File: src/rtl/arc_pkg.sv
// arc_pkg: shared types and constants for the adaptive replacement cache directory
// no dependencies; used by arc_if, arc_ctrl, arc_dp and the top level
package arc_pkg;

	localparam int KEY_W = 32;
	localparam int CAP_W = 5;
	localparam int LEN_W = 9;
	localparam int NLIST = 4;

	typedef enum logic [1:0] {
		L_T1,
		L_T2,
		L_B1,
		L_B2
	} list_t;

	typedef enum logic [2:0] {
		FND_NONE = 3'd0,
		FND_T1   = 3'd1,
		FND_T2   = 3'd2,
		FND_B1   = 3'd3,
		FND_B2   = 3'd4
	} found_t;

	typedef enum logic [3:0] {
		OP_NONE,
		OP_LOAD,
		OP_SEARCH,
		OP_REMOVE,
		OP_PUSH_KEY,
		OP_DEMOTE_T1,
		OP_DEMOTE_T2,
		OP_DROP_LRU,
		OP_EVICT_T1,
		OP_DIV_START,
		OP_DIV_STEP,
		OP_P_UP,
		OP_P_DOWN,
		OP_RESULT
	} dp_op_t;

	typedef enum logic [3:0] {
		S_IDLE,
		S_SEARCH,
		S_DECIDE,
		S_DROP_B1,
		S_DROP_B2,
		S_EVICT,
		S_DIV_START,
		S_DIV,
		S_PUPD,
		S_REPL,
		S_REMOVE,
		S_PUSH,
		S_RESULT
	} ctrl_state_t;

	typedef struct packed {
		dp_op_t op;
		list_t  lst;
	} dp_cmd_t;

	typedef struct packed {
		logic [NLIST-1:0][LEN_W-1:0] len;
		logic [CAP_W-1:0]            p;
		logic [CAP_W-1:0]            cap;
		found_t                      fcode;
		logic                        search_last;
		logic                        div_busy;
		logic                        out_busy;
	} dp_stat_t;

endpackage

File: src/rtl/arc_if.sv
// arc_if: request, result and configuration channels of the cache directory
// depends on arc_pkg for field widths
interface arc_req_if;
	logic                       valid;
	logic                       ready;
	logic [arc_pkg::KEY_W-1:0]  page_key;
	modport source (output valid, page_key, input ready);
	modport sink (input valid, page_key, output ready);
endinterface

interface arc_rsp_if;
	logic                       valid;
	logic                       ready;
	logic                       hit;
	logic [2:0]                 found_list;
	logic                       evicted_valid;
	logic [arc_pkg::KEY_W-1:0]  evicted_page;
	logic [arc_pkg::CAP_W-1:0]  target_t1_size;
	logic [arc_pkg::CAP_W-1:0]  resident_count;
	modport source (output valid, hit, found_list, evicted_valid, evicted_page,
		target_t1_size, resident_count, input ready);
	modport sink (input valid, hit, found_list, evicted_valid, evicted_page,
		target_t1_size, resident_count, output ready);
endinterface

interface arc_cfg_if;
	logic                       valid;
	logic                       ready;
	logic [arc_pkg::CAP_W-1:0]  capacity_in_use;
	modport source (output valid, capacity_in_use, input ready);
	modport sink (input valid, capacity_in_use, output ready);
endinterface

File: src/rtl/adaptive_replacement_cache_policy.sv
// adaptive replacement cache directory, one page request at a time
// a load step and a search pass over all MAX_PAGES slots, then drop, evict, demote,
// remove and push steps; a ghost hit also runs the bit-serial divider for the target
// a next request is taken in the idle state entered as the result register loads;
// the result step waits only while the previous result is still unread
// reset: all lists empty, target zero, capacity 16 (clamped to MAX_PAGES)
module adaptive_replacement_cache_policy #(
	parameter int MAX_PAGES = 16,
	parameter int KEY_BITS  = 32
) (
	input  logic       clk,
	input  logic       arst_n,
	arc_req_if.sink    req,
	arc_rsp_if.source  rsp,
	arc_cfg_if.sink    cfg
);
	import arc_pkg::*;

	dp_cmd_t  cmd;
	dp_stat_t stat;

	// capacity writes are always accepted and also flush the lists and the target
	assign cfg.ready = 1'b1;

	// sequencer: search pass, then drop/evict/divide/demote/remove/push steps
	arc_ctrl u_ctrl (
		.clk      (clk),
		.arst_n   (arst_n),
		.in_valid (req.valid),
		.in_ready (req.ready),
		.stat     (stat),
		.cmd      (cmd)
	);

	// list storage, divider and result register
	arc_dp #(
		.MAX_PAGES (MAX_PAGES),
		.KEY_BITS  (KEY_BITS)
	) u_dp (
		.clk            (clk),
		.arst_n         (arst_n),
		.cmd            (cmd),
		.stat           (stat),
		.page_key       (req.page_key),
		.cfg_we         (cfg.valid),
		.cfg_data       (cfg.capacity_in_use),
		.out_take       (rsp.valid && rsp.ready),
		.out_valid      (rsp.valid),
		.hit            (rsp.hit),
		.found_list     (rsp.found_list),
		.evicted_valid  (rsp.evicted_valid),
		.evicted_page   (rsp.evicted_page),
		.target_t1_size (rsp.target_t1_size),
		.resident_count (rsp.resident_count)
	);

	// target never exceeds the capacity
	a_p_le_cap: assert property (@(posedge clk) disable iff (!arst_n)
		stat.p <= stat.cap)
		else $error("target above capacity");

	// resident pages never exceed the capacity
	a_res_le_cap: assert property (@(posedge clk) disable iff (!arst_n)
		(LEN_W + 1)'(stat.len[L_T1]) + (LEN_W + 1)'(stat.len[L_T2]) <= (LEN_W + 1)'(stat.cap))
		else $error("resident count above capacity");

	// hit flag agrees with the list code
	a_hit_code: assert property (@(posedge clk) disable iff (!arst_n)
		rsp.valid |-> (rsp.hit == (rsp.found_list == FND_T1 || rsp.found_list == FND_T2)))
		else $error("hit flag disagrees with list code");

	// no eviction reported on a hit
	a_hit_no_evict: assert property (@(posedge clk) disable iff (!arst_n)
		(rsp.valid && rsp.hit) |-> !rsp.evicted_valid)
		else $error("eviction reported on a hit");

endmodule

File: src/rtl/arc_dp.sv
// arc_dp: list storage, search, divider, target and result registers
// depends on arc_pkg; driven by arc_ctrl through dp_cmd_t
module arc_dp #(
	parameter int MAX_PAGES = 16,
	parameter int KEY_BITS  = 32
) (
	input  logic                       clk,
	input  logic                       arst_n,
	input  arc_pkg::dp_cmd_t           cmd,
	output arc_pkg::dp_stat_t          stat,
	input  logic [arc_pkg::KEY_W-1:0]  page_key,
	input  logic                       cfg_we,
	input  logic [arc_pkg::CAP_W-1:0]  cfg_data,
	input  logic                       out_take,
	output logic                       out_valid,
	output logic                       hit,
	output logic [2:0]                 found_list,
	output logic                       evicted_valid,
	output logic [arc_pkg::KEY_W-1:0]  evicted_page,
	output logic [arc_pkg::CAP_W-1:0]  target_t1_size,
	output logic [arc_pkg::CAP_W-1:0]  resident_count
);
	import arc_pkg::*;

	localparam int LW  = $clog2(MAX_PAGES + 1);
	localparam int IW  = $clog2(MAX_PAGES);
	localparam int SW  = LW + CAP_W + 1;
	localparam int MW  = (KEY_BITS > KEY_W) ? KEY_BITS : KEY_W;
	localparam int DCW = $clog2(LW + 1);

	logic [KEY_BITS-1:0] lst_q [NLIST][MAX_PAGES];
	logic [LW-1:0]       len_q [NLIST];
	logic [LW-1:0]       pos_q [NLIST];
	logic [NLIST-1:0]    fnd_q;
	logic [IW-1:0]       idx_q;
	logic [KEY_BITS-1:0] key_q, gone_q;
	logic                ev_q;
	logic [CAP_W-1:0]    p_q, cap_q;
	logic [LW:0]         rem_q;
	logic [LW-1:0]       quo_q, den_q;
	logic [DCW-1:0]      dcnt_q;

	logic                out_valid_q, hit_q, ev_out_q;
	found_t              found_q;
	logic [KEY_W-1:0]    page_out_q;
	logic [CAP_W-1:0]    p_out_q, res_out_q;

	logic [KEY_BITS-1:0] rd [NLIST];
	logic [LW-1:0]       lenm1 [NLIST];
	logic [NLIST-1:0]    push_en, rem_en, pop_en, hit_now;
	logic [KEY_BITS-1:0] push_dat [NLIST];
	logic [MW-1:0]       key_wide, gone_wide;
	logic [KEY_BITS-1:0] key_in;
	found_t              fcode;
	logic [LW-1:0]       num, den;
	logic [LW:0]         rsh;
	logic [SW-1:0]       p_sum, p_diff, res_sum;

	function automatic logic [CAP_W-1:0] clamp_cap(input logic [CAP_W-1:0] v);
		logic [CAP_W-1:0] c;
		c = v;
		if (c == '0)
			c = CAP_W'(1);
		if (SW'(c) > SW'(MAX_PAGES))
			c = CAP_W'(MAX_PAGES);
		return c;
	endfunction

	assign key_wide  = MW'(page_key);
	assign key_in    = key_wide[KEY_BITS-1:0];
	assign gone_wide = MW'(gone_q);

	// read port per list: search index or the LRU slot
	for (genvar l = 0; l < NLIST; l++) begin : g_rd
		assign lenm1[l] = len_q[l] - LW'(1);
		assign rd[l] = lst_q[l][(cmd.op == OP_SEARCH) ? idx_q : lenm1[l][IW-1:0]];
		assign hit_now[l] = !fnd_q[l] && (LW'(idx_q) < len_q[l]) && (rd[l] == key_q);
	end

	always_comb begin
		if (fnd_q[L_T1])
			fcode = FND_T1;
		else if (fnd_q[L_T2])
			fcode = FND_T2;
		else if (fnd_q[L_B1])
			fcode = FND_B1;
		else if (fnd_q[L_B2])
			fcode = FND_B2;
		else
			fcode = FND_NONE;
	end

	// list operation decode
	always_comb begin
		push_en = '0;
		rem_en  = '0;
		pop_en  = '0;
		for (int l = 0; l < NLIST; l++)
			push_dat[l] = key_q;
		case (cmd.op)
			OP_REMOVE: begin
				if (pos_q[cmd.lst] < len_q[cmd.lst])
					rem_en[cmd.lst] = 1'b1;
			end
			OP_PUSH_KEY: push_en[cmd.lst] = 1'b1;
			OP_DEMOTE_T1: begin
				if (len_q[L_T1] != '0) begin
					pop_en[L_T1]   = 1'b1;
					push_en[L_B1]  = 1'b1;
					push_dat[L_B1] = rd[L_T1];
				end
			end
			OP_DEMOTE_T2: begin
				if (len_q[L_T2] != '0) begin
					pop_en[L_T2]   = 1'b1;
					push_en[L_B2]  = 1'b1;
					push_dat[L_B2] = rd[L_T2];
				end
			end
			OP_DROP_LRU: begin
				if (len_q[cmd.lst] != '0)
					pop_en[cmd.lst] = 1'b1;
			end
			OP_EVICT_T1: begin
				if (len_q[L_T1] != '0)
					pop_en[L_T1] = 1'b1;
			end
			default: ;
		endcase
	end

	// list entries: shift toward LRU on push, toward MRU on remove
	for (genvar l = 0; l < NLIST; l++) begin : g_lst
		for (genvar j = 0; j < MAX_PAGES; j++) begin : g_ent
			always_ff @(posedge clk) begin
				if (push_en[l]) begin
					if (j == 0)
						lst_q[l][j] <= push_dat[l];
					else
						lst_q[l][j] <= lst_q[l][(j == 0) ? 0 : j - 1];
				end else if (rem_en[l] && (LW'(j) >= pos_q[l]) && (j < MAX_PAGES - 1)) begin
					lst_q[l][j] <= lst_q[l][(j < MAX_PAGES - 1) ? j + 1 : j];
				end
			end
		end
	end

	// divider operands
	always_comb begin
		if (cmd.lst == L_B2) begin
			num = len_q[L_B1];
			den = len_q[L_B2];
		end else begin
			num = len_q[L_B2];
			den = len_q[L_B1];
		end
		rsh     = {rem_q[LW-1:0], quo_q[LW-1]};
		p_sum   = SW'(p_q) + SW'(quo_q);
		p_diff  = SW'(p_q) - SW'(quo_q);
		res_sum = SW'(len_q[L_T1]) + SW'(len_q[L_T2]);
	end

	always_ff @(posedge clk or negedge arst_n) begin
		if (!arst_n) begin
			for (int l = 0; l < NLIST; l++) begin
				len_q[l] <= '0;
				pos_q[l] <= '0;
			end
			fnd_q       <= '0;
			idx_q       <= '0;
			ev_q        <= 1'b0;
			p_q         <= '0;
			cap_q       <= clamp_cap(CAP_W'(16));
			dcnt_q      <= '0;
			out_valid_q <= 1'b0;
		end else if (cfg_we) begin
			for (int l = 0; l < NLIST; l++)
				len_q[l] <= '0;
			p_q   <= '0;
			cap_q <= clamp_cap(cfg_data);
		end else begin
			for (int l = 0; l < NLIST; l++) begin
				if (pop_en[l] || rem_en[l])
					len_q[l] <= len_q[l] - LW'(1);
				else if (push_en[l])
					len_q[l] <= (len_q[l] >= LW'(MAX_PAGES)) ? LW'(MAX_PAGES) : len_q[l] + LW'(1);
				if (push_en[l] && pos_q[l] < LW'(MAX_PAGES))
					pos_q[l] <= pos_q[l] + LW'(1);
			end
			if (out_take)
				out_valid_q <= 1'b0;
			case (cmd.op)
				OP_LOAD: begin
					fnd_q <= '0;
					idx_q <= '0;
					ev_q  <= 1'b0;
				end
				OP_SEARCH: begin
					idx_q <= idx_q + IW'(1);
					for (int l = 0; l < NLIST; l++) begin
						if (hit_now[l]) begin
							fnd_q[l] <= 1'b1;
							pos_q[l] <= LW'(idx_q);
						end
					end
				end
				OP_DEMOTE_T1: if (len_q[L_T1] != '0) ev_q <= 1'b1;
				OP_DEMOTE_T2: if (len_q[L_T2] != '0) ev_q <= 1'b1;
				OP_EVICT_T1:  if (len_q[L_T1] != '0) ev_q <= 1'b1;
				OP_DIV_START: begin
					if (den != '0 && den < num)
						dcnt_q <= DCW'(LW);
					else
						dcnt_q <= '0;
				end
				OP_DIV_STEP: if (dcnt_q != '0) dcnt_q <= dcnt_q - DCW'(1);
				OP_P_UP:     p_q <= (p_sum > SW'(cap_q)) ? cap_q : p_sum[CAP_W-1:0];
				OP_P_DOWN:   p_q <= (SW'(quo_q) >= SW'(p_q)) ? '0 : p_diff[CAP_W-1:0];
				OP_RESULT:   out_valid_q <= 1'b1;
				default: ;
			endcase
		end
	end

	// payload registers
	always_ff @(posedge clk) begin
		case (cmd.op)
			OP_LOAD: begin
				key_q  <= key_in;
				gone_q <= '0;
			end
			OP_DEMOTE_T1: if (len_q[L_T1] != '0) gone_q <= rd[L_T1];
			OP_DEMOTE_T2: if (len_q[L_T2] != '0) gone_q <= rd[L_T2];
			OP_EVICT_T1:  if (len_q[L_T1] != '0) gone_q <= rd[L_T1];
			OP_DIV_START: begin
				rem_q <= '0;
				den_q <= den;
				quo_q <= (den != '0 && den < num) ? num : LW'(1);
			end
			OP_DIV_STEP: begin
				if (dcnt_q != '0) begin
					if (rsh >= {1'b0, den_q}) begin
						rem_q <= rsh - {1'b0, den_q};
						quo_q <= {quo_q[LW-2:0], 1'b1};
					end else begin
						rem_q <= rsh;
						quo_q <= {quo_q[LW-2:0], 1'b0};
					end
				end
			end
			OP_RESULT: begin
				hit_q      <= (fcode == FND_T1) || (fcode == FND_T2);
				found_q    <= fcode;
				ev_out_q   <= ev_q;
				page_out_q <= ev_q ? gone_wide[KEY_W-1:0] : '0;
				p_out_q    <= p_q;
				res_out_q  <= res_sum[CAP_W-1:0];
			end
			default: ;
		endcase
	end

	always_comb begin
		for (int l = 0; l < NLIST; l++)
			stat.len[l] = LEN_W'(len_q[l]);
		stat.p           = p_q;
		stat.cap         = cap_q;
		stat.fcode       = fcode;
		stat.search_last = (idx_q == IW'(MAX_PAGES - 1));
		stat.div_busy    = (dcnt_q != '0);
		stat.out_busy    = out_valid_q;
	end

	assign out_valid      = out_valid_q;
	assign hit            = hit_q;
	assign found_list     = found_q;
	assign evicted_valid  = ev_out_q;
	assign evicted_page   = page_out_q;
	assign target_t1_size = p_out_q;
	assign resident_count = res_out_q;

endmodule

File: src/rtl/arc_ctrl.sv
// arc_ctrl: sequencer that walks one page request through the directory steps
// depends on arc_pkg; issues dp_cmd_t to arc_dp and reads dp_stat_t back
module arc_ctrl (
	input  logic               clk,
	input  logic               arst_n,
	input  logic               in_valid,
	output logic               in_ready,
	input  arc_pkg::dp_stat_t  stat,
	output arc_pkg::dp_cmd_t   cmd
);
	import arc_pkg::*;

	localparam int SW = LEN_W + 2;

	ctrl_state_t state_q, nxt;
	logic [SW-1:0] t1, t2, b1, b2, l1, total, c1, c2, pp;
	logic from_t1;
	list_t ghost, flst;

	always_ff @(posedge clk or negedge arst_n) begin
		if (!arst_n)
			state_q <= S_IDLE;
		else
			state_q <= nxt;
	end

	always_comb begin
		t1    = SW'(stat.len[L_T1]);
		t2    = SW'(stat.len[L_T2]);
		b1    = SW'(stat.len[L_B1]);
		b2    = SW'(stat.len[L_B2]);
		l1    = t1 + b1;
		total = l1 + t2 + b2;
		c1    = SW'(stat.cap);
		c2    = c1 + c1;
		pp    = SW'(stat.p);
		ghost = (stat.fcode == FND_B2) ? L_B2 : L_B1;
		case (stat.fcode)
			FND_T1:  flst = L_T1;
			FND_T2:  flst = L_T2;
			FND_B1:  flst = L_B1;
			FND_B2:  flst = L_B2;
			default: flst = L_T1;
		endcase
		// replace: T1 if above target (or equal on a B2 hit), else T2; else any nonempty
		from_t1 = (t1 != '0) && ((t1 > pp) || ((stat.fcode == FND_B2) && (t1 == pp)));
		if (!from_t1 && t2 == '0)
			from_t1 = (t1 != '0);

		nxt      = state_q;
		in_ready = 1'b0;
		cmd.op   = OP_NONE;
		cmd.lst  = L_T1;
		case (state_q)
			S_IDLE: begin
				in_ready = 1'b1;
				if (in_valid) begin
					cmd.op = OP_LOAD;
					nxt    = S_SEARCH;
				end
			end
			S_SEARCH: begin
				cmd.op = OP_SEARCH;
				if (stat.search_last)
					nxt = S_DECIDE;
			end
			S_DECIDE: begin
				case (stat.fcode)
					FND_T1, FND_T2: nxt = S_REMOVE;
					FND_B1, FND_B2: nxt = S_DIV_START;
					default: begin
						if (l1 == c1)
							nxt = (t1 < c1) ? S_DROP_B1 : S_EVICT;
						else if (l1 < c1 && total >= c1)
							nxt = (total >= c2) ? S_DROP_B2 : S_REPL;
						else
							nxt = S_PUSH;
					end
				endcase
			end
			S_DROP_B1: begin
				cmd.op  = OP_DROP_LRU;
				cmd.lst = L_B1;
				nxt     = S_REPL;
			end
			S_DROP_B2: begin
				cmd.op  = OP_DROP_LRU;
				cmd.lst = L_B2;
				nxt     = S_REPL;
			end
			S_EVICT: begin
				cmd.op = OP_EVICT_T1;
				nxt    = S_PUSH;
			end
			S_DIV_START: begin
				cmd.op  = OP_DIV_START;
				cmd.lst = ghost;
				nxt     = S_DIV;
			end
			S_DIV: begin
				cmd.op = OP_DIV_STEP;
				if (!stat.div_busy)
					nxt = S_PUPD;
			end
			S_PUPD: begin
				cmd.op = (stat.fcode == FND_B1) ? OP_P_UP : OP_P_DOWN;
				nxt    = S_REPL;
			end
			S_REPL: begin
				if (from_t1)
					cmd.op = OP_DEMOTE_T1;
				else if (t2 != '0)
					cmd.op = OP_DEMOTE_T2;
				nxt = (stat.fcode == FND_B1 || stat.fcode == FND_B2) ? S_REMOVE : S_PUSH;
			end
			S_REMOVE: begin
				cmd.op  = OP_REMOVE;
				cmd.lst = flst;
				nxt     = S_PUSH;
			end
			S_PUSH: begin
				cmd.op  = OP_PUSH_KEY;
				cmd.lst = (stat.fcode == FND_NONE) ? L_T1 : L_T2;
				nxt     = S_RESULT;
			end
			S_RESULT: begin
				if (!stat.out_busy) begin
					cmd.op = OP_RESULT;
					nxt    = S_IDLE;
				end
			end
			default: nxt = S_IDLE;
		endcase
	end

endmodule
File: src/flat_wrapper.sv
// flat-port wrapper written by rule: the top's interface ports become plain ports
module adaptive_replacement_cache_policy_flat import arc_pkg::*;
#(
	parameter int MAX_PAGES = 16,
	parameter int KEY_BITS  = 32
)
  (clk, arst_n, req_valid, req_page_key, req_ready, rsp_valid, rsp_hit, rsp_found_list, rsp_evicted_valid, rsp_evicted_page, rsp_target_t1_size, rsp_resident_count, rsp_ready, cfg_valid, cfg_capacity_in_use, cfg_ready);
  arc_req_if req_i ();
  arc_rsp_if rsp_i ();
  arc_cfg_if cfg_i ();
  input  logic clk;
  input  logic arst_n;
  input wire logic [$bits(req_i.valid)-1:0] req_valid;
  input wire logic [$bits(req_i.page_key)-1:0] req_page_key;
  output wire logic [$bits(req_i.ready)-1:0] req_ready;
  output wire logic [$bits(rsp_i.valid)-1:0] rsp_valid;
  output wire logic [$bits(rsp_i.hit)-1:0] rsp_hit;
  output wire logic [$bits(rsp_i.found_list)-1:0] rsp_found_list;
  output wire logic [$bits(rsp_i.evicted_valid)-1:0] rsp_evicted_valid;
  output wire logic [$bits(rsp_i.evicted_page)-1:0] rsp_evicted_page;
  output wire logic [$bits(rsp_i.target_t1_size)-1:0] rsp_target_t1_size;
  output wire logic [$bits(rsp_i.resident_count)-1:0] rsp_resident_count;
  input wire logic [$bits(rsp_i.ready)-1:0] rsp_ready;
  input wire logic [$bits(cfg_i.valid)-1:0] cfg_valid;
  input wire logic [$bits(cfg_i.capacity_in_use)-1:0] cfg_capacity_in_use;
  output wire logic [$bits(cfg_i.ready)-1:0] cfg_ready;
  assign req_i.valid = req_valid;
  assign req_i.page_key = req_page_key;
  assign req_ready = req_i.ready;
  assign rsp_valid = rsp_i.valid;
  assign rsp_hit = rsp_i.hit;
  assign rsp_found_list = rsp_i.found_list;
  assign rsp_evicted_valid = rsp_i.evicted_valid;
  assign rsp_evicted_page = rsp_i.evicted_page;
  assign rsp_target_t1_size = rsp_i.target_t1_size;
  assign rsp_resident_count = rsp_i.resident_count;
  assign rsp_i.ready = rsp_ready;
  assign cfg_i.valid = cfg_valid;
  assign cfg_i.capacity_in_use = cfg_capacity_in_use;
  assign cfg_ready = cfg_i.ready;
  adaptive_replacement_cache_policy #(.MAX_PAGES(MAX_PAGES), .KEY_BITS(KEY_BITS)) u_core (.clk(clk), .arst_n(arst_n), .req(req_i), .rsp(rsp_i), .cfg(cfg_i));
endmodule
File: config.mk
export PLATFORM = sky130hd
export DESIGN_NAME = adaptive_replacement_cache_policy_flat
export DESIGN_NICKNAME = d
export VERILOG_FILES = /design/src/rtl/arc_pkg.sv /design/src/rtl/arc_if.sv /design/src/rtl/adaptive_replacement_cache_policy.sv /design/src/rtl/arc_dp.sv /design/src/rtl/arc_ctrl.sv /design/src/flat_wrapper.sv
export SDC_FILE = /design/constraint.sdc
export NUM_CORES = 2
export LEC_CHECK = 0
export BUFFER_PORTS_ARGS = -buffer_cell sky130_fd_sc_hd__buf_2
export CAP_MARGIN = 20
export CORE_MARGIN = 2
export CORE_UTILIZATION = 44
export DETAILED_ROUTE_END_ITERATION = 16
export GPL_ROUTABILITY_DRIVEN = 0
export SKIP_LAST_GASP = 1
export SLEW_MARGIN = 20
export SYNTH_ARGS = -nofsm -noshare
export SYNTH_HDL_FRONTEND = slang
export SYNTH_SLANG_ARGS = --single-unit
File: constraint.sdc
create_clock -name clk -period 24.1 [get_ports clk]
set_clock_uncertainty 0.2 [all_clocks]
set_input_delay 3.615 -clock clk [delete_from_list [all_inputs] [get_ports clk]]
set_output_delay 3.615 -clock clk [all_outputs]
set_load 0.01 [all_outputs]
Word level (Yosys, flattened, before mapping) --
Memory sizes are Yosys's and may differ from the RTL's. Cells that the tools add are included. W data, S select, Z words.
Cells by class: add/sub/neg operators 22, magnitude comparators 90, equal/unequal tests 48, mux-type cells 378, bitwise logic cells 66, reduce and logical (&&, ||, !) cells 131
Operator list (number):
- $mux W32 | 74
- $mux W512 | 3
- $reduce_or A512 Y1 | 3
- $bmux W32 S4 | 4
- $mux W1 | 206
- $mux W5 | 36
- $ge A4 B5 Y1 const A | 28
- $eq A32 B32 Y1 | 4
- $pmux W32 S3 | 1
- $ge A3 B5 Y1 const A | 16
- $logic_and A1 B1 Y1 | 79
- $mux W4 | 16
- $or A1 B1 Y1 | 60
- $eq A4 B4 Y1 const B | 12
- $mux W16 | 3
- $pmux W4 S11 | 1
- $add A5 B1 Y5 const B | 8
- $ge A1 B5 Y1 const A | 8
- $ge A2 B5 Y1 const A | 8
- $ge A5 B5 Y1 const B | 8
- $mux W20 | 2
- $pmux W4 S10 | 1
- $eq A4 B3 Y1 const B | 8
- $pmux W5 S2 | 3
- other kinds (60) | 143
Storage, ports and cells: register bits 193, memory bits (writable) 2048, input port bits 42, output and inout bits 50, word-level logic and storage cells 766, memories 1
Memory list:
- u_core.u_dp.lst_q | depth 4, width 512, read ports 4, clocked after memory_dff 0, wr ports 1, line arc_dp.sv:31 | logic [KEY_BITS-1:0] lst_q [NLIST][MAX_PAGES];

Logic depth before layout (Yosys ltp) --
word-level depth 24, depth in mapped cells 22

By module --
Synthesis repeated with hierarchy kept, for this count alone.
Second synthesis, totals: cells, all modules 9016, area total of the unflattened synthesis 120396.7 µm²
Modules (own cells, without submodules):
- arc_dp | times used 1, cells each 8692, area each 118006.9 µm², seq. area each 66860.4 µm²
- arc_ctrl | times used 1, cells each 321, area each 2372.3 µm², seq. area each 100.1 µm²
- adaptive_replacement_cache_policy | times used 1, cells each 3, area each 17.5 µm², seq. area each 0.0 µm²

Worst setup path before layout --
OpenSTA, ideal clock, no wires.
path type flip-flop to flip-flop, from reg u_core.u_dp.fnd_q[0], to mem u_core.u_dp.lst_q[0][416] (netlist bit), enable pin, data arrival time 6.977 ns, required time 23.434 ns, setup slack 16.457 ns, stages on the path, launching flop included 23, period minus slack after synthesis 7.643 ns, path through dfrtp_1 > clkbuf_1 > nor2_1 > inv_1 > nor4_2 > or2_2 > clkbuf_1 > buf_1 > nand2_1 > and3_1 > a31oi_1 > ha_1 > nand4_1 > and3_1 > o21ai_1 > or2_2 > clkbuf_1 > or3_1 > clkbuf_1 > or3_1 > clkbuf_1 > clkbuf_1 > o21ai_0
On the way: longest elaborated chain between the ends 21
RTL lines:
- start: declaration | line arc_dp.sv:34 | logic [NLIST-1:0] fnd_q;
- start signal: assignment | line arc_dp.sv:169 | fnd_q <= '0;
- start signal: assignment | line arc_dp.sv:194 | fnd_q <= '0;
- start signal: indexed assignment | line arc_dp.sv:202 | fnd_q[l] <= 1'b1;
- $mux W3 * | line arc_dp.sv:81 | if (fnd_q[L_T1])
- branches (longest 20 deep; another with $lt A5 B5 Y1)
- end: declaration | line arc_dp.sv:31
Mark *: on every way between the ends. The select of a mux whose other input is x is not followed.

Final worst setup path --
from reg u_core.u_dp.fnd_q[2], to mem u_core.u_dp.lst_q[1][65] (netlist bit), enable pin
On the way: longest elaborated chain between the ends 23
RTL lines:
- $mux W3 * | line arc_dp.sv:85 | else if (fnd_q[L_B1])
- $mux W3 * | line arc_dp.sv:83 | else if (fnd_q[L_T2])
- $mux W3 * | line arc_dp.sv:81
- branches (longest 20 deep; another with $lt A5 B5 Y1)
Marks and branches as above.

==> results <==
- The run finished with clean final reports.
- The worst hold path passes through 0 cells.
- The total overflow left after global routing is 0.
- The share of cells above drive strength 1 is 0.365.
- Routed signal wires occupy layers up through met5.
- Static timing analysis puts the maximum clock frequency at roughly 0.14 GHz.
- The analysis attributes to net switching a power of 0.00879 W.
- The number of antenna violations at the first check in global routing is 33.
- The type of the tightest min-delay check is reg2reg.
- Dividing the final minimum period by the clock period gives 0.298.
- Clock latency on the worst-skew pair, taken at its later pin, is about 0.94 ns.
- The level count of the clock H-tree is 4.
- Counting I/O delays and the setup requirement, the final critical path takes 7.19 ns.
- After legalization and detailed placement, the total HPWL measured 245,000 um.
- A synthesized cell averages 14.7 um^2.
- The switching part of the total power is 0.448.
- The detailed route wirelength on metal3 is about 35,000 um.
- The final hold violation count is 0.
- The internal portion of the total power is 0.0108 W.
- After routing the design area is 0.129 mm^2.
- The end point of the most critical hold path is u_core.u_dp.lst_q[2][23].
- The sequential element share of the synthesized area is 0.575.
- The critical hold path startpoint is u_core.u_dp.lst_q[2][55].
- Yosys printed 0 warnings.
- The via total after detailed routing is around 75,000.
- Clock tree synthesis found a total of 2,241 sinks.
- The number of nets in the finished design is 8,090.
- Across all register-to-register paths, the minimum setup slack is 16.91 ns.
- The die outline area is 0.269 mm^2.
- The cell sitting at the root of the clock tree is a clkbuf_16.
- The arrival time of data at the critical path endpoint is 7.54 ns.
- Gates resized during post-CTS repair numbered 0.
- The via density per instance is 6.45.
- The count of flip-flops with a built-in enable after synthesis is 2,174.
- The number of I/O port buffers is 90.
- The total of max-cap violations is 0.
- The proportion of power drawn by combinational gates is 0.513.
- Wires add up to 386,000 um.
- The clock transition at the register clock pins on the worst setup and hold paths after CTS is 0.06 ns.
- In this run the cell area measured after placement is 0.122 mm^2.
- The number of remaining DRC errors is 0.
- The kind of end point of the critical path is a flip-flop.
- The total of hold buffers inserted after clock tree synthesis is 0.
- The via count of the first global-routing pass is 74,000.
- The setup violation total in the final timing report is 0.
- Among all flip-flop cells after synthesis, the most frequent one is edfxtp_1.
- In this run the critical register-to-register path is launched from u_core.u_dp.fnd_q[2].
- The share of total power dissipated in the clock network is 0.186.
- During I/O placement, the number of pins put on the boundary was 92.
- The transition time of the tightest slew-check pin is 1.29 ns.
- The die is between 500 and 600 um wide.
- Of all flip-flops after synthesis, the portion carrying an async set or reset was 0.0299.
- The die extent in y is ~520 um.
- The number of pins exceeding their max-slew limit in the final report is 0.
- The total core area is 0.263 mm^2.
- After filler insertion, the fill cell instance count of the layout stands at 22,400.
- Counting every net in the synthesized netlist gives 8,056.
- The maximum clock path buffer count is 3.
- TritonCTS created 237 clock buffers.
- Headroom to the max-slew limit came out at 0.140.
- The category of the critical setup timing path is reg2reg.
- The count of antenna-violating nets left after detailed routing is 0.
- The number of search-and-repair iterations in the first detailed-routing pass is 7.
- The post-CTS setup repair buffer count is 0.
- The pre-CTS worst setup slack is 16.93 ns.
- For this run, the total global-route usage over all layers was measured as 0.281.
- The analysis attributes to cell leakage a power of 44.5 nW.
- The sum of negative setup slack is 0 ns.
- Synthesis produced 7,905 cells.
- The fraction of power consumed by sequential logic is 0.302.
- The power density of the placed cells is 152 mW/mm^2.
- For this block, wires on met1 add up to 155,000 um.
- Synthesis instantiated 100 different standard cells from the library.
- For the worst flop-to-flop path, the logic depth is 16.
- TritonCTS built the clock tree.
- In this run the cell area of the synthesized design comes to 0.116 mm^2.
- The setup slack of the critical path after layout is 16.91 ns.
- The number of cell rows is between 150 and 200.
- Entering global routing, the biggest net connects 113 pins.
- In this run, synthesis produced a sequential element count of 2,241.
- The first-pass GRT wire length is between 500,000 and 600,000 um.
- For this configuration, the core starts out at a cell density of 0.443.
- The worst ir drop on vdd is 0.000213 V.
- Setup repair after global routing left no endpoint under its margin.
- The worst hold margin is 0.226 ns.
- Relative to the synthesized area, the layout overhead comes to 11.0%.
- The routed design uses 175,000 um of met2 wire.
- STA classifies the critical path startpoint as a flip-flop.
- The worst register-to-register path ends at u_core.u_dp.lst_q[1][65].
- Of all nets on the critical path, the largest fanout is 33.
- The detailed-route wire length per cell is 33.0 um.
- The number of DRC markers in iteration 0 is about 9,200.
- Data on the critical path is required at its endpoint by 24.45 ns.
## sequential cells by signal (all words and copies together), names as in the netlist, 20 cells and up
signal                    flops
u_core.u_dp.gone_q           32
u_core.u_dp.stat             20
u_core.u_dp.key_q            32
u_core.u_dp.evicted_page     32
u_core.u_dp.lst_q          2048
u_core.u_dp.pos_q            20
## cell usage in the layout, fill, tap and decap left out, types with 96 or more instances in the layout
master	instances
mux2_2	1811
nand3_1	122
a21oi_1	147
clkbuf_16	238
nor2_1	176
a22oi_1	137
ha_1	98
mux4_2	346
inv_1	96
buf_4	226
mux2i_1	250
nand2_1	808
edfxtp_1	2174
o21ai_0	129
## critical path, cell delays in order, from the launching register on
cell and delay, ns:
dfrtp_1 0.54, nor4_1 0.78, o221a_2 0.64, nand2_1 0.11, and3_1 0.22, a31oi_1 0.16
ha_1 0.29, a21o_1 0.17, nand2_1 0.05, and3_1 0.18, o21ai_1 0.14, or2_2 0.40
nor3_2 0.13, buf_4 0.25, nand2_2 0.59, nand2_2 1.01, a21o_2 0.88
## per-layer routing
layer | global-route usage | up-vias
met1 | 0.376 | 39500
met3 | 0.0650 | 894
met4 | 0.143 | 16
met2 | 0.426 | 3909
li1 | - | 31100
met5 | 0 | -
## layout make-up
type	instances	area, um^2	area share
Sequential cell	2241	67000	0.518
Antenna cell	24	60.1	0.000465
Clock buffer	304	6200	0.0480
Inverter	104	395	0.00306
Timing Repair Buffer	324	2340	0.0181
Clock inverter	139	1370	0.0106
Tap cell	3515	4400	0.0340
Multi-Input combinational cell	5031	47500	0.368
## power groups by stage
stage          Sequential (W)  Combinational, W  Clock (W)
2_1_floorplan         0.00570           0.00608          0
3_3_place_gp          0.00595           0.00967          0
3_5_place_dp          0.00597           0.00972          0
4_1_cts               0.00589           0.00975    0.00369
5_1_grt               0.00598            0.0104    0.00385
6_report              0.00592            0.0101    0.00364
## through the flow
| stage | total power (W) | util | std cells |
|---|---|---|---|
| 2_1_floorplan | 0.0118 | - | 7905 |
| 3_3_place_gp | 0.0156 | 0.462 | 11200 |
| 3_5_place_dp | 0.0157 | 0.463 | 11200 |
| 4_1_cts | 0.0193 | 0.491 | 11700 |
| 5_1_grt | 0.0202 | 0.492 | 11700 |
| 6_report | 0.0196 | 0.492 | 11700 |
## synth_stat cells (43+ instances only)
master,number,share of area
edfxtp_1,2174,0.56
mux2_2,1811,0.18
nand2_1,844,0.027
mux4_2,346,0.067
clkbuf_1,322,0.010
mux2i_1,259,0.022
nor2_1,190,0.0061
a21oi_1,166,0.0071
o21ai_0,140,0.0060
a22oi_1,137,0.0088
nand3_1,122,0.0052
buf_2,99,0.0043
inv_1,99,0.0032
ha_1,98,0.011
xnor2_1,81,0.0061
a32oi_1,69,0.0052
dfrtp_1,66,0.014
buf_1,58,0.0019
nor3_1,56,0.0024
xor2_1,54,0.0041
and2_1,44,0.0024
a21o_1,43,0.0028
## cell families after synthesis
group / Yosys count / synth area share
mux: 2445 / 0.270
flops: 2241 / 0.575
simple gates: 1472 / 0.0561
compound gates: 869 / 0.0518
buf+inv: 633 / 0.0240
xor+xnor: 135 / 0.0102
fa+ha+maj: 109 / 0.0124
other cells: 1 / 0.0000322
## worst max-delay path by stage
stage | start | end
finish | u_core.u_dp.fnd_q[2] | u_core.u_dp.lst_q[1][65]
detailed placement | u_core.u_ctrl.state_q[3] | u_core.u_dp.lst_q[1][89]
CTS | u_core.u_dp.fnd_q[2] | u_core.u_dp.lst_q[1][65]
global placement | u_core.u_dp.fnd_q[0] | u_core.u_dp.lst_q[1][89]
global route | u_core.u_ctrl.state_q[3] | u_core.u_dp.lst_q[1][65]
floorplan | u_core.u_dp.fnd_q[0] | u_core.u_dp.lst_q[0][416]
Note: power is estimated with default switching activity, not from simulation.
